### config.mk
export PLATFORM = sky130hd
export DESIGN_NAME = marching_squares_cell_polygon
export DESIGN_NICKNAME = d
export VERILOG_FILES = /design/src/hw/rtl/mscp_pkg.sv /design/src/hw/rtl/mscp_front.sv /design/src/hw/rtl/mscp_queue.sv /design/src/hw/rtl/mscp_back.sv /design/src/hw/rtl/marching_squares_cell_polygon.sv
export SDC_FILE = /design/constraint.sdc
export NUM_CORES = 1
export LEC_CHECK = 0
export BUFFER_PORTS_ARGS = -buffer_cell sky130_fd_sc_hd__buf_2
export CAP_MARGIN = 20
export CELL_PAD_IN_SITES_DETAIL_PLACEMENT = 1
export CELL_PAD_IN_SITES_GLOBAL_PLACEMENT = 2
export CORE_MARGIN = 5
export CORE_UTILIZATION = 40
export CTS_BUF_LIST = sky130_fd_sc_hd__clkbuf_16
export DETAILED_ROUTE_END_ITERATION = 10
export PLACE_DENSITY = 0.91
export SETUP_SLACK_MARGIN = 0.02
export SYNTH_ARGS = -nofsm -noshare
export SYNTH_HDL_FRONTEND = slang
export SYNTH_SLANG_ARGS = --single-unit
### constraint.sdc
create_clock -name clk -period 6.8 [get_ports clk]
set_input_delay 0.68 -clock clk [delete_from_list [all_inputs] [get_ports clk]]
set_output_delay 0.68 -clock clk [all_outputs]
set_load 0.02 [all_outputs]
### src/hw/rtl/mscp_pkg.sv
// ----------------------------------------------------------------------------
// mscp_pkg
// Shared types, constants and the marching-squares shape table.
// ----------------------------------------------------------------------------
`default_nettype none

package mscp_pkg;

    // Vertex count ceiling per cell and depth of the front/back queue
    localparam int MAX_VERTS   = 6;
    localparam int QUEUE_DEPTH = 2;

    // Position code of a vertex along one plane axis
    typedef enum logic [1:0] {
        POS_Z = 2'd0,   // cell edge at fraction 0
        POS_H = 2'd1,   // midpoint, moved by occupancy
        POS_O = 2'd2    // cell edge at fraction 1
    } pos_code_t;

    typedef struct packed {
        pos_code_t xc;
        pos_code_t yc;
    } vtx_code_t;

    typedef logic [3:0] case_code_t;
    typedef logic [2:0] vert_idx_t;

    // Front classification status
    typedef struct packed {
        case_code_t code;
        logic       has_shape;
    } cls_t;

    function automatic vtx_code_t vx(pos_code_t a, pos_code_t b);
        vtx_code_t v;
        v.xc = a;
        v.yc = b;
        return v;
    endfunction

    // Number of polygon vertices for each case
    function automatic vert_idx_t shape_count(case_code_t code);
        vert_idx_t n;
        case (code)
            4'd0:                           n = 3'd0;
            4'd1, 4'd2, 4'd4, 4'd8:         n = 3'd3;
            4'd3, 4'd5, 4'd10, 4'd12, 4'd15: n = 3'd4;
            4'd7, 4'd11, 4'd13, 4'd14:      n = 3'd5;
            4'd6, 4'd9:                     n = 3'd6;
            default:                        n = 3'd0;
        endcase
        return n;
    endfunction

    // Vertex position codes of each case's outline, in emission order
    function automatic vtx_code_t shape_vertex(case_code_t code, vert_idx_t idx);
        vtx_code_t row [MAX_VERTS];
        vtx_code_t zz;
        zz  = vx(POS_Z, POS_Z);
        row = '{default: zz};
        case (code)
            4'd1:  row = '{zz, vx(POS_Z, POS_H), vx(POS_H, POS_Z), zz, zz, zz};
            4'd2:  row = '{vx(POS_H, POS_Z), vx(POS_O, POS_H), vx(POS_O, POS_Z),
                           zz, zz, zz};
            4'd3:  row = '{zz, vx(POS_Z, POS_H), vx(POS_O, POS_H), vx(POS_O, POS_Z),
                           zz, zz};
            4'd4:  row = '{vx(POS_Z, POS_O), vx(POS_H, POS_O), vx(POS_Z, POS_H),
                           zz, zz, zz};
            4'd5:  row = '{zz, vx(POS_Z, POS_O), vx(POS_H, POS_O), vx(POS_H, POS_Z),
                           zz, zz};
            4'd6:  row = '{vx(POS_Z, POS_O), vx(POS_H, POS_O), vx(POS_O, POS_H),
                           vx(POS_O, POS_Z), vx(POS_H, POS_Z), vx(POS_Z, POS_H)};
            4'd7:  row = '{zz, vx(POS_Z, POS_O), vx(POS_H, POS_O), vx(POS_O, POS_H),
                           vx(POS_O, POS_Z), zz};
            4'd8:  row = '{vx(POS_O, POS_O), vx(POS_O, POS_H), vx(POS_H, POS_O),
                           zz, zz, zz};
            4'd9:  row = '{zz, vx(POS_Z, POS_H), vx(POS_H, POS_O), vx(POS_O, POS_O),
                           vx(POS_O, POS_H), vx(POS_H, POS_Z)};
            4'd10: row = '{vx(POS_H, POS_Z), vx(POS_H, POS_O), vx(POS_O, POS_O),
                           vx(POS_O, POS_Z), zz, zz};
            4'd11: row = '{zz, vx(POS_Z, POS_H), vx(POS_H, POS_O), vx(POS_O, POS_O),
                           vx(POS_O, POS_Z), zz};
            4'd12: row = '{vx(POS_Z, POS_H), vx(POS_Z, POS_O), vx(POS_O, POS_O),
                           vx(POS_O, POS_H), zz, zz};
            4'd13: row = '{zz, vx(POS_Z, POS_O), vx(POS_O, POS_O), vx(POS_O, POS_H),
                           vx(POS_H, POS_Z), zz};
            4'd14: row = '{vx(POS_Z, POS_H), vx(POS_Z, POS_O), vx(POS_O, POS_O),
                           vx(POS_O, POS_Z), vx(POS_H, POS_Z), zz};
            4'd15: row = '{zz, vx(POS_Z, POS_O), vx(POS_O, POS_O), vx(POS_O, POS_Z),
                           zz, zz};
            default: row = '{default: zz};
        endcase
        return (idx < 3'(MAX_VERTS)) ? row[idx] : zz;
    endfunction

endpackage

`default_nettype wire

### src/hw/rtl/mscp_front.sv
// ----------------------------------------------------------------------------
// mscp_front
// Accepts cells, forms the corner case and the scaled corner fractions, and
// writes non-empty cells into the work queue.
// ----------------------------------------------------------------------------
`default_nettype none

module mscp_front
    import mscp_pkg::*;
#(
    parameter int COORD_WIDTH = 16,
    parameter int FRAC_BITS   = 8
)
(
    input  wire logic                          push,
    output logic                               full,
    input  wire logic [8:0]                    occ_corner0,
    input  wire logic [8:0]                    occ_corner1,
    input  wire logic [8:0]                    occ_corner2,
    input  wire logic [8:0]                    occ_corner3,
    input  wire logic signed [COORD_WIDTH-1:0] cell_x,
    input  wire logic signed [COORD_WIDTH-1:0] cell_y,
    input  wire logic signed [COORD_WIDTH-1:0] cell_z,
    input  wire logic                          q_full,
    output logic                               q_wr,
    output logic [4+4*(FRAC_BITS+1)+3*COORD_WIDTH-1:0] q_wdata
);

    localparam int FW   = FRAC_BITS + 1;
    localparam int SH_L = (FRAC_BITS >= 8) ? FRAC_BITS - 8 : 0;
    localparam int SH_R = (FRAC_BITS < 8) ? 8 - FRAC_BITS : 0;
    localparam int WW   = 9 + SH_L;
    localparam logic [8:0] OCC_ONE = 9'd256;

    logic [8:0]    occ   [4];
    logic [8:0]    sat   [4];
    logic [WW-1:0] wide  [4];
    logic [FW-1:0] frac  [4];
    cls_t          cls;

    assign occ[0] = occ_corner0;
    assign occ[1] = occ_corner1;
    assign occ[2] = occ_corner2;
    assign occ[3] = occ_corner3;

    // Saturate to 1.0 and rescale to the vertex fraction width
    always_comb
    begin
        for (int i = 0; i < 4; i++)
        begin
            sat[i]  = (occ[i] > OCC_ONE) ? OCC_ONE : occ[i];
            wide[i] = WW'(sat[i]) << SH_L;
            frac[i] = FW'(wide[i] >> SH_R);
        end
    end

    // Corner case from the raw occupancies
    always_comb
    begin
        for (int i = 0; i < 4; i++)
        begin
            cls.code[i] = (occ[i] != 9'd0);
        end
        cls.has_shape = (shape_count(cls.code) != 3'd0);
    end

    // Empty cells are consumed here and never reach the queue
    assign full    = q_full;
    assign q_wr    = push && !q_full && cls.has_shape;
    assign q_wdata = {cls.code, frac[3], frac[2], frac[1], frac[0],
                      cell_z, cell_y, cell_x};

endmodule

`default_nettype wire

### src/hw/rtl/mscp_queue.sv
// ----------------------------------------------------------------------------
// mscp_queue
// Short first-in first-out queue between the front and the back.
// ----------------------------------------------------------------------------
`default_nettype none

module mscp_queue
    import mscp_pkg::*;
#(
    parameter int WIDTH = 88
)
(
    input  wire logic             clk,
    input  wire logic             rst_n,
    input  wire logic             wr,
    input  wire logic [WIDTH-1:0] wdata,
    output logic                  q_full,
    input  wire logic             rd,
    output logic                  q_empty,
    output logic [WIDTH-1:0]      rdata
);

    localparam int PTR_W = $clog2(QUEUE_DEPTH);
    localparam int CNT_W = $clog2(QUEUE_DEPTH + 1);

    logic [WIDTH-1:0] entry_reg [QUEUE_DEPTH];
    logic [PTR_W-1:0] wr_ptr_reg, wr_ptr_next;
    logic [PTR_W-1:0] rd_ptr_reg, rd_ptr_next;
    logic [CNT_W-1:0] count_reg,  count_next;
    logic             do_wr, do_rd;

    assign q_full  = (count_reg == CNT_W'(QUEUE_DEPTH));
    assign q_empty = (count_reg == '0);
    assign do_wr   = wr && !q_full;
    assign do_rd   = rd && !q_empty;
    assign rdata   = entry_reg[rd_ptr_reg];

    // Pointer and fill count update
    always_comb
    begin
        wr_ptr_next = do_wr ? wr_ptr_reg + 1'b1 : wr_ptr_reg;
        rd_ptr_next = do_rd ? rd_ptr_reg + 1'b1 : rd_ptr_reg;
        count_next  = count_reg;
        if (do_wr && !do_rd)
        begin
            count_next = count_reg + 1'b1;
        end
        else if (do_rd && !do_wr)
        begin
            count_next = count_reg - 1'b1;
        end
    end

    always_ff @(posedge clk or negedge rst_n)
    begin
        if (!rst_n)
        begin
            wr_ptr_reg <= '0;
            rd_ptr_reg <= '0;
            count_reg  <= '0;
        end
        else
        begin
            wr_ptr_reg <= wr_ptr_next;
            rd_ptr_reg <= rd_ptr_next;
            count_reg  <= count_next;
        end
    end

    // Entry storage
    always_ff @(posedge clk)
    begin
        if (do_wr)
        begin
            entry_reg[wr_ptr_reg] <= wdata;
        end
    end

endmodule

`default_nettype wire

### src/hw/rtl/mscp_back.sv
// ----------------------------------------------------------------------------
// mscp_back
// Walks the shape of the queue head one vertex per cycle while the result
// register is free or popped, loading each vertex into the result register.
// ----------------------------------------------------------------------------
`default_nettype none

module mscp_back
    import mscp_pkg::*;
#(
    parameter int COORD_WIDTH = 16,
    parameter int FRAC_BITS   = 8
)
(
    input  wire logic                                    clk,
    input  wire logic                                    rst_n,
    input  wire logic                                    q_empty,
    input  wire logic [4+4*(FRAC_BITS+1)+3*COORD_WIDTH-1:0] q_rdata,
    output logic                                         q_rd,
    output logic                                         empty,
    input  wire logic                                    pop,
    output logic signed [COORD_WIDTH+FRAC_BITS:0]        vert_x,
    output logic signed [COORD_WIDTH+FRAC_BITS:0]        vert_y,
    output logic signed [COORD_WIDTH-1:0]                vert_z,
    output logic [3:0]                                   case_code,
    output logic [2:0]                                   vert_number,
    output logic                                         last_vertex
);

    localparam int FW = FRAC_BITS + 1;
    localparam int PW = COORD_WIDTH + FRAC_BITS + 1;
    localparam logic [FW-1:0] FRAC_ONE = {1'b1, {FRAC_BITS{1'b0}}};

    // Queue head fields
    logic [COORD_WIDTH-1:0] h_cx, h_cy, h_cz;
    logic [FW-1:0]          h_f0, h_f1, h_f2, h_f3;
    case_code_t             h_case;

    assign {h_case, h_f3, h_f2, h_f1, h_f0, h_cz, h_cy, h_cx} = q_rdata;

    // Midpoint along an edge: first corner, else one minus the second
    function automatic logic [FW-1:0] edge_pos(logic [FW-1:0] first,
                                               logic [FW-1:0] second);
        return (first == '0) ? FRAC_ONE - second : first;
    endfunction

    vert_idx_t        idx_reg, idx_next;
    logic             out_valid_reg, out_valid_next;
    logic [PW-1:0]    vert_x_reg, vert_x_next;
    logic [PW-1:0]    vert_y_reg, vert_y_next;
    logic [COORD_WIDTH-1:0] vert_z_reg;
    case_code_t       case_code_reg;
    vert_idx_t        vert_number_reg;
    logic             last_reg, last_next;

    vtx_code_t        vc;
    vert_idx_t        count;
    logic [FW-1:0]    half_x, half_y, fx, fy;
    logic             load, pop_beat;

    assign pop_beat = pop && out_valid_reg;
    assign load     = !q_empty && (!out_valid_reg || pop);

    // Vertex fraction and position
    always_comb
    begin
        vc     = shape_vertex(h_case, idx_reg);
        count  = shape_count(h_case);
        half_x = (vc.yc == POS_Z) ? edge_pos(h_f0, h_f1) : edge_pos(h_f2, h_f3);
        half_y = (vc.xc == POS_Z) ? edge_pos(h_f0, h_f2) : edge_pos(h_f1, h_f3);

        case (vc.xc)
            POS_H:   fx = half_x;
            POS_O:   fx = FRAC_ONE;
            default: fx = '0;
        endcase

        if (vc.yc == POS_H && vc.xc != POS_H)
        begin
            fy = half_y;
        end
        else if (vc.yc == POS_O)
        begin
            fy = FRAC_ONE;
        end
        else
        begin
            fy = '0;
        end

        vert_x_next = {h_cx[COORD_WIDTH-1], h_cx, {FRAC_BITS{1'b0}}}
                    + {{COORD_WIDTH{1'b0}}, fx};
        vert_y_next = {h_cy[COORD_WIDTH-1], h_cy, {FRAC_BITS{1'b0}}}
                    + {{COORD_WIDTH{1'b0}}, fy};
        last_next   = (idx_reg == count - 3'd1);
    end

    // Vertex sequencing and result handshake
    always_comb
    begin
        q_rd           = load && last_next;
        idx_next       = idx_reg;
        out_valid_next = out_valid_reg;
        if (load)
        begin
            idx_next       = last_next ? 3'd0 : idx_reg + 3'd1;
            out_valid_next = 1'b1;
        end
        else if (pop_beat)
        begin
            out_valid_next = 1'b0;
        end
    end

    always_ff @(posedge clk or negedge rst_n)
    begin
        if (!rst_n)
        begin
            idx_reg       <= '0;
            out_valid_reg <= 1'b0;
        end
        else
        begin
            idx_reg       <= idx_next;
            out_valid_reg <= out_valid_next;
        end
    end

    // Result payload
    always_ff @(posedge clk)
    begin
        if (load)
        begin
            vert_x_reg      <= vert_x_next;
            vert_y_reg      <= vert_y_next;
            vert_z_reg      <= h_cz;
            case_code_reg   <= h_case;
            vert_number_reg <= idx_reg;
            last_reg        <= last_next;
        end
    end

    assign empty       = !out_valid_reg;
    assign vert_x      = vert_x_reg;
    assign vert_y      = vert_y_reg;
    assign vert_z      = vert_z_reg;
    assign case_code   = case_code_reg;
    assign vert_number = vert_number_reg;
    assign last_vertex = last_reg;

endmodule

`default_nettype wire

### src/hw/rtl/marching_squares_cell_polygon.sv
// ----------------------------------------------------------------------------
// marching_squares_cell_polygon
// Marching-squares cell to outline polygon, one vertex per result beat.
// ----------------------------------------------------------------------------
//  channel  | handshake     | payload
//  ---------+---------------+-----------------------------------------------
//  cell in  | push / full   | occ_corner0..3, cell_x, cell_y, cell_z
//  vert out | pop  / empty  | vert_x, vert_y, vert_z, case_code,
//           |               | vert_number, last_vertex
//
//  A cell takes one beat on the input; an empty-case cell leaves nothing.
//  The back emits a vertex per cycle, 3 to 6 per cell, unless the result
//  register stalls. The first vertex passes the queue, then the result
//  register. A two-entry queue splits front and back; full rises only when
//  both entries are held. A result stall holds the back, and the front once
//  the queue fills. Reset clears queue and result valid; no clearing pass.
// ----------------------------------------------------------------------------
`default_nettype none

module marching_squares_cell_polygon
    import mscp_pkg::*;
#(
    parameter int COORD_WIDTH = 16,
    parameter int FRAC_BITS   = 8
)
(
    input  wire logic                                 clk,
    input  wire logic                                 rst_n,
    input  wire logic                                 push,
    output logic                                      full,
    input  wire logic [8:0]                           occ_corner0,
    input  wire logic [8:0]                           occ_corner1,
    input  wire logic [8:0]                           occ_corner2,
    input  wire logic [8:0]                           occ_corner3,
    input  wire logic signed [COORD_WIDTH-1:0]        cell_x,
    input  wire logic signed [COORD_WIDTH-1:0]        cell_y,
    input  wire logic signed [COORD_WIDTH-1:0]        cell_z,
    output logic                                      empty,
    input  wire logic                                 pop,
    output logic signed [COORD_WIDTH+FRAC_BITS:0]     vert_x,
    output logic signed [COORD_WIDTH+FRAC_BITS:0]     vert_y,
    output logic signed [COORD_WIDTH-1:0]             vert_z,
    output logic [3:0]                                case_code,
    output logic [2:0]                                vert_number,
    output logic                                      last_vertex
);

    localparam int EW = 4 + 4 * (FRAC_BITS + 1) + 3 * COORD_WIDTH;

    logic          q_wr, q_rd, q_full, q_empty;
    logic [EW-1:0] q_wdata, q_rdata;

    // Front: classify and enqueue
    mscp_front #(
        .COORD_WIDTH (COORD_WIDTH),
        .FRAC_BITS   (FRAC_BITS)
    ) u_front (
        .push        (push),
        .full        (full),
        .occ_corner0 (occ_corner0),
        .occ_corner1 (occ_corner1),
        .occ_corner2 (occ_corner2),
        .occ_corner3 (occ_corner3),
        .cell_x      (cell_x),
        .cell_y      (cell_y),
        .cell_z      (cell_z),
        .q_full      (q_full),
        .q_wr        (q_wr),
        .q_wdata     (q_wdata)
    );

    // Work queue
    mscp_queue #(
        .WIDTH (EW)
    ) u_queue (
        .clk     (clk),
        .rst_n   (rst_n),
        .wr      (q_wr),
        .wdata   (q_wdata),
        .q_full  (q_full),
        .rd      (q_rd),
        .q_empty (q_empty),
        .rdata   (q_rdata)
    );

    // Back: vertex walk and result register
    mscp_back #(
        .COORD_WIDTH (COORD_WIDTH),
        .FRAC_BITS   (FRAC_BITS)
    ) u_back (
        .clk         (clk),
        .rst_n       (rst_n),
        .q_empty     (q_empty),
        .q_rdata     (q_rdata),
        .q_rd        (q_rd),
        .empty       (empty),
        .pop         (pop),
        .vert_x      (vert_x),
        .vert_y      (vert_y),
        .vert_z      (vert_z),
        .case_code   (case_code),
        .vert_number (vert_number),
        .last_vertex (last_vertex)
    );

endmodule

`default_nettype wire
==> metrics.yaml <==
status: "completed"
start_util: 0.406
syn-num-nets: 971
worstPathMaxFanout: 59
r2r_slack_ns: 0.97
worstSetupStartpoint: "u_queue.rd_ptr_reg"
ys_top_cells_by_area: "edfxtp_1 (62%), mux2i_1 (4.8%), mux2_2 (2.8%), nor2b_1 (2.5%), xor2_1 (2.4%)"
crit_required_ns: 7.06
fin_nets: 1137
cts_setup_buffers: 0
numCtsBuffers: 28
netlist_top_cells_count: "edfxtp_1 (250), mux2i_1 (58), nor2b_1 (49), nand2_1 (46), nor2_1 (41)"
timing.slew.headroom: 0.372
crit_type: "reg2reg"
dr.first_iter.drc_count: 398
wl_per_cell_um: 20.0
rsz0062_at_grt: "no"
setup_viol: 0
ys.warnings.count: 0
viasPerCell: 5.27
post_cts_resized: 0
hold_ws_ns: 0.322
synth.cell_area_um2: 12000
ys_async_sr_fraction: 0.0310
grt_max_degree: 76
ys_seq_elements: 258
die_h_um: 183
critPathSlowestCell: "dfrtp_4"
pin_count: 164
yosysMostFrequentCell: "edfxtp_1"
ys_dominant_reg_cell: "edfxtp_1"
die_area_um2: 33600
start_kind: "flip-flop"
synth_cell_types: 75
hold_path.class: "in2reg"
r2r_cells: 18
grt_use_total: 0.166
clkSlewWorstSetupHoldPaths_ns: 0.06
die_w_um: 183
firstDrtPassIters: 4
cts_tree: "yes"
antenna_found_initial: 0
path_common_cell: "ha_1"
clockBufferDepth: 3
synth_edf_count: 250
setup_tns_ns: 0
synth_top_area_cell: "edfxtp_1"
slew_violations: 0
vias: 7575
max_stage_delay_ns: 0.94
cp_cell_sequence: "mux2i_2 > inv_1 > ha_1 > mux2i_1 > a221oi_1 > o21ai_0 > a21oi_1 > a31oi_1 > ha_1 > a211o_1 > o21ai_2 > o21ai_2 > ha_1 > o21ai_0 > nor4_2 > nand3_1 > xor2_1 > o22ai_1"
maxCapViolations: 0
clock_skew_ns: 0.0155
grt-ovfl-total: 0
layout_setup_ws_ns: 0.967
cts.sink_count: 258
antenna_left: 0
crit_arrival_ns: 6.09
grt_pass1_wl_um: 44400
gp_congestion: 0.870
area_growth_pct: 17.8
avgSynthCellArea_um2: 14.0
drive_above_1_share: 0.259
htreeDepth: 1
portBuffers: 163
cts_root_buf: "clkbuf_16"
ir_worst_vdd_uv: 223
p_per_area_nw_per_um2: 458
end_kind: "flip-flop"
clock.fmax_mhz: 171
yosysSeqAreaShare: 0.641
min_period_ns: 5.83
crit_end: "u_back.vert_y[21]"
core-area_um2: 29600
largest_reg_flops: 176
worstMarginPinSlew_ns: 0.942
r2r-start: "u_queue.rd_ptr_reg"
insertion_delay_ns: 0.55
rows: 63
syn_inst: 860
period_share: 0.858
preCtsSetupSlack_ns: 1.04
drc: 0
synth.top_cell.area_share: 0.624
diodes: 0
r2r_end: "u_back.vert_y[21]"
hold_viol: 0
grt_pass1_vias: 8016
fillCellCount: 3065
routed_wl_um: 28700
power_leakage_nw: 5.15
dpl.hpwl_um: 20600
## how the worst min path moves through the flow
stage | startpoint | endpoint | slack, ns | depth (start not counted)
2_1_floorplan | rst_n | u_back.idx_reg[0] | 0.38 | 0
3_3_place_gp | u_back.out_valid_reg | u_back.out_valid_reg | 0.48 | 2
3_5_place_dp | u_back.out_valid_reg | u_back.out_valid_reg | 0.49 | 2
4_1_cts | cell_y[9] | u_queue.entry_reg[0][25] | 0.29 | 1
5_1_grt | cell_z[7] | u_queue.entry_reg[1][39] | 0.29 | 1
6_report | cell_z[7] | u_queue.entry_reg[1][39] | 0.32 | 1
## cell type report
class | count | area [um2] | area share
Tap cell | 390 | 488 | 0.0345
Sequential cell | 258 | 7710 | 0.545
Clock inverter | 23 | 230 | 0.0163
Clock buffer | 28 | 701 | 0.0495
Multi-Input combinational cell | 546 | 4060 | 0.287
Inverter | 19 | 72.6 | 0.00513
Timing Repair Buffer | 173 | 893 | 0.0631
## power breakdown
group / internal (mW) / leakage, nW / switching [mW] / total (mW)
combinational: 0.830 / 2.24 / 1.47 / 2.30
sequential: 2.38 / 2.45 / 0.281 / 2.66
clock: 0.903 / 0.467 / 0.618 / 1.52
## worst max-delay path: cells and delay by family, from the launching register on
family / cells / cell delay (ns)
flip-flops: 1 / 0.94
multiplexers: 2 / 0.62
buffers and inverters: 1 / 0.24
AO/OA/AOI/OAI: 9 / 1.40
adder cells (fa/ha/maj): 3 / 1.29
XOR/XNOR: 1 / 0.20
AND/OR/NAND/NOR: 2 / 0.85
## metal layers
| metal | vias up | GRT usage | wire (um) |
|---|---|---|---|
| met4 | 0 | 0.0405 | 686 |
| met1 | 3732 | 0.220 | 12600 |
| li1 | 3616 | - | - |
| met3 | 39 | 0.0262 | 1330 |
| met2 | 188 | 0.288 | 14100 |
| met5 | - | 0 | 0 |
## cell families (layout without fill, tap and decap cells)
logic type,count (synthesis),after routing,synth area share
buffers and inverters,56,243,0.0218
flip-flops,258,258,0.641
adder cells (fa/ha/maj),23,23,0.0239
AO/OA/AOI/OAI,130,130,0.0746
AND/OR/NAND/NOR,238,238,0.108
XOR/XNOR,60,60,0.0449
multiplexers,95,95,0.0859
## stage by stage
stage | total power [mW] | cells | area, um2 | utilization
final | 6.48 | 1437 | 14200 | 0.478
after global routing | 6.85 | 1437 | 14200 | 0.478
after detailed placement | 5.00 | 1385 | 13200 | 0.446
after floorplan | 4.31 | 860 | 12000 | -
after global placement | 4.93 | 1385 | 13200 | 0.446
after CTS | 6.55 | 1437 | 14200 | 0.478
## what timing repair did
action	CTS	global route
setup endpoints to repair	0	0
hold endpoints to repair	8	0
hold buffers	1	0
## layout by cell type, fill, tap and decap left out, types with 4 or more instances in the layout
| cell type | instances |
|---|---|
| nand3_1 | 17 |
| clkbuf_16 | 28 |
| or3_1 | 8 |
| or4_1 | 4 |
| bufinv_16 | 4 |
| a31oi_1 | 4 |
| o211ai_1 | 7 |
| and3_1 | 5 |
| edfxtp_1 | 250 |
| o21ai_0 | 28 |
| nand2_1 | 46 |
| xnor2_1 | 26 |
| dfrtp_1 | 7 |
| nor3_1 | 23 |
| mux2i_1 | 58 |
| mux2_2 | 30 |
| a211oi_1 | 5 |
| a32oi_1 | 8 |
| xor2_1 | 33 |
| a21oi_1 | 30 |
| nor3b_1 | 7 |
| a211o_1 | 7 |
| nor2b_1 | 48 |
| buf_2 | 163 |
| nor2_1 | 41 |
| nand2b_1 | 5 |
| nor4_1 | 9 |
| a311oi_1 | 4 |
| clkinv_1 | 4 |
| inv_1 | 19 |
| clkinv_2 | 8 |
| ha_1 | 23 |
| buf_4 | 9 |
(Power assumes the default switching activity.)
